<file path="config.mk">
export PLATFORM = sky130hd
export DESIGN_NAME = pvm_ram
export DESIGN_NICKNAME = d
export VERILOG_FILES = /design/src/design/pvm_ram.sv
export SDC_FILE = /design/constraint.sdc
export NUM_CORES = 1
export LEC_CHECK = 0
export CORE_ASPECT_RATIO = 0.8
export CORE_UTILIZATION = 55
export CTS_BUF_LIST = sky130_fd_sc_hd__clkbuf_4
export DETAILED_ROUTE_END_ITERATION = 6
export DONT_BUFFER_PORTS = 1
export PLACE_DENSITY = 0.73
export SLEW_MARGIN = 0
export SYNTH_ARGS = -nofsm -noshare
export SYNTH_HDL_FRONTEND = slang
export SYNTH_SLANG_ARGS = --single-unit
</file>
<file path="constraint.sdc">
create_clock -name clk -period 1.5 [get_ports clk]
set_input_delay 0.075 -clock clk [delete_from_list [all_inputs] [get_ports clk]]
set_output_delay 0.075 -clock clk [all_outputs]
set_load 0.02 [all_outputs]
</file>
<file path="src/design/pvm_ram.sv">
`timescale 1ns / 1ps
`default_nettype none
// ---------------------------------------------------------------------------
// pvm_ram
// generic simple dual port ram, one write port, registered read
// ---------------------------------------------------------------------------
module pvm_ram #(
	parameter int WIDTH = 8,
	parameter int DEPTH = 16
) (
	input  wire logic                                       clk,
	input  wire logic                                       we,
	input  wire logic [(DEPTH > 1 ? $clog2(DEPTH) : 1)-1:0] waddr,
	input  wire logic [WIDTH-1:0]                           wdata,
	input  wire logic [(DEPTH > 1 ? $clog2(DEPTH) : 1)-1:0] raddr,
	output logic      [WIDTH-1:0]                           rdata
);

	logic [WIDTH-1:0] mem [DEPTH];

	always_ff @(posedge clk) begin
		if (we) begin
			mem[waddr] <= wdata;
		end
		rdata <= mem[raddr];
	end

endmodule
`default_nettype wire

</file>
==> flow_summary.json <==
{
  "run_status": "complete, but fails checks",
  "violations_in_the_final_reports": "hold timing",
  "antenna_fix_cells": 0,
  "first_iter_violations": 199,
  "tritoncts_clock_tree": "done",
  "fillers": 622,
  "antenna_found_initial": 0,
  "leading_cell_type_in_the_layout_fill_and_taps_excluded": "edfxtp_1",
  "worst_path_cell_chain": "dlygate4sd3_1 -> nor3_1 -> dlygate4sd3_1 -> buf_4",
  "post_synth_instance_area_um2": 5150,
  "worst_path_max_delay_cell": "dlygate4sd3_1",
  "ys_warn_count": 0,
  "avgViaCountPerCell": 6.03,
  "path_delay_family": "buffers and inverters",
  "slew_headroom_pct": 59.0,
  "critical-path-top-cell-by-count": "dlygate4sd3_1",
  "cts_sinks": 136,
  "worstMarginPinSlew_ns": 0.613,
  "vdd.ir_drop.worst_uv": 1150,
  "maxClockFrequency_mhz": 714,
  "worst_ep_required_time_ns": 1.72,
  "hold_path_class": "input pin to flop",
  "num_vias": 2388,
  "totalWireLength_um": 9250,
  "total_global_routing_overflow": 0,
  "grt_setup_unrepaired": "no",
  "worstSkewPairLatency_ns": 0.52,
  "cts_hold_buffers": 12,
  "die_w_um": 110,
  "num_rows": 31,
  "setup_tns_ns": 0,
  "floorplan.initialDensity_pct": 56.7,
  "finalClockSkew_ns": 0.0161,
  "grt_pass1_vias": 2313,
  "routed_wire_length_per_instance_um": 23.4,
  "final_antenna_net_count": 0,
  "finalHoldViolations": 8,
  "route.detailed.drc": 0,
  "hpwlAfterDp_um": 5430,
  "final_cell_area_um2": 5750,
  "htreeDepth": 4,
  "ys_seq_elements": 136,
  "layout.cells.most_common_list": "edfxtp_1, clkbuf_4, mux4_2, buf_4, a22oi_1",
  "clkSlewWorstSetupHoldPaths_ns": 0.10,
  "crit_buf_inv": 3,
  "crit_path_start_kind": "input pin",
  "worst-path-max-fanout": 8,
  "post_route_cells_drive_above_1_share_pct": 23.1,
  "layout_worst_path_cycle_share_pct": 93.3,
  "final.hold.worst_slack_ns": -0.0945,
  "synth.distinct_cells": 19,
  "synthesis.area_per_instance_um2": 22.5,
  "root_buffer_cell": "clkbuf_4",
  "die_area_um2": 9750,
  "seq_area_um2": 4000,
  "detailed_place.area_um2": 5350,
  "sequential_to_total_area_share_from_yosys_stat_pct": 77.8,
  "num-nets-final": 286,
  "timing.final.max_slew_violations": 0,
  "syn-num-nets": 247,
  "cellLeakagePower_nw": 1.90,
  "finalWeightedCongestion": 0.723,
  "clk_path_buf_depth": 2,
  "maxCapViolCount": 0,
  "crit_arrival_ns": 1.62,
  "syn_inst": 229,
  "std_cell_core_area_um2": 9080,
  "total_grt_usage_pct": 21.5,
  "design.portCount": 26,
  "critical_path.max_stage_delay_ns": 0.60,
  "drt_pass1_iterations": 5,
  "grt_start_max_net_pins": 33,
  "fp.dieH_um": 88.5,
  "tritoncts.num_buffers": 17,
  "total_power_mw": 6.97,
  "setup.worst_path.end_class": "flop",
  "finish_stage_setup_viols": 0,
  "multiInputGateArea_um2": 1060,
  "critPathKind": "input pin to flop",
  "port_buffers": 0,
  "global_route_wire_length_before_repair_um": 13500,
  "power_density_nw_per_um2": 1210,
  "post-route-min-period_ns": 1.40,
  "syn2layout_area_growth_pct": 11.8
}
==> metrics by stage <==
stage | setup slack (ns) | hold WS [ns] | instances | util [%]
2_1_floorplan | 0.159 | 0.174 | 229 | -
3_5_place_dp | 0.136 | 0.175 | 352 | 58.9
3_3_place_gp | 0.153 | 0.175 | 352 | 58.9
5_1_grt | 0.0642 | -0.136 | 396 | 63.4
4_1_cts | 0.120 | -0.144 | 396 | 63.4
6_report | 0.100 | -0.0945 | 396 | 63.4
==> layer usage <==
layer,vias up,global-route usage (%),part of all wire [%]
li1,1055,-,-
met1,1223,31.2,43
met2,103,31.2,46
met3,7,7.73,9.8
met4,0,6.58,1.1
met5,-,0,0
==> power breakdown <==
| part | switching [mW] | internal (mW) | leakage [nW] | total (mW) |
|---|---|---|---|---|
| sequential | 0.0626 | 4.24 | 1.22 | 4.30 |
| combinational | 0.167 | 0.155 | 0.525 | 0.322 |
| clock | 1.19 | 1.15 | 0.151 | 2.34 |
| total | 1.42 | 5.55 | 1.90 | 6.97 |
==> state kept, by name (all words and copies together), names as in the netlist <==
signal / count
mem: 128
rdata: 8
==> cell families (layout without fill, tap and decap cells) <==
family | Yosys count | in the layout | share of synthesized area (%)
and+or+nand+nor | 35 | 35 | 3.18
muxes | 32 | 32 | 15.0
AOI/OAI and AO/OA | 16 | 16 | 2.33
buffers and inverters | 10 | 62 | 1.68
DFF | 136 | 136 | 77.8
==> synthesized netlist by cell type <==
cell type,count,share of area [%]
edfxtp_1,128,75
mux4_2,18,7.9
a22oi_1,16,2.3
mux4_1,14,7.1
nor2_1,13,0.95
nand2_1,9,0.66
dfxtp_1,8,3.1
nor3_1,4,0.39
buf_2,3,0.29
buf_6,3,0.66
clkdlybuf4s25_2,3,0.58
nand2b_1,2,0.24
nand3b_1,2,0.29
and2_1,1,0.12
and2b_1,1,0.15
buf_4,1,0.15
nand3_1,1,0.097
nor2b_1,1,0.12
or3b_2,1,0.17
==> worst register-to-register path, cell delays in order, from the launching register on <==
cell	delay, ns
edfxtp_1	0.38
mux4_1	0.51
a22oi_1	0.27
nand2_1	0.08
==> what timing repair did <==
| action | 4_1_cts | 5_1_grt |
|---|---|---|
| gates resized for setup | 0 | 0 |
| endpoints found under the hold margin | 168 | 8 |
| buffers inserted | 0 | 0 |
==> final timing paths <==
| kind | startpoint | to | slack, ns | cells past startpoint |
|---|---|---|---|---|
| max | waddr[0] | mem[4][7]$_DFFE_PP_ | 0.10 | 4 |
| min | raddr[0] | rdata[3]$_DFF_P_ | -0.09 | 3 |
| min reg2reg | mem[11][2]$_DFFE_PP_ | rdata[2]$_DFF_P_ | 0.67 | 3 |
| max reg2reg | mem[1][0]$_DFFE_PP_ | rdata[0]$_DFF_P_ | 0.15 | 3 |
==> cell type report <==
cell class | count | area share (%)
Multi-Input combinational cell | 83 | 18.5
Sequential cell | 136 | 69.6
Clock inverter | 13 | 2.35
Clock buffer | 19 | 2.48
Timing Repair Buffer | 30 | 4.61
Tap cell | 115 | 2.50
Power figures use the tool's default switching activity.
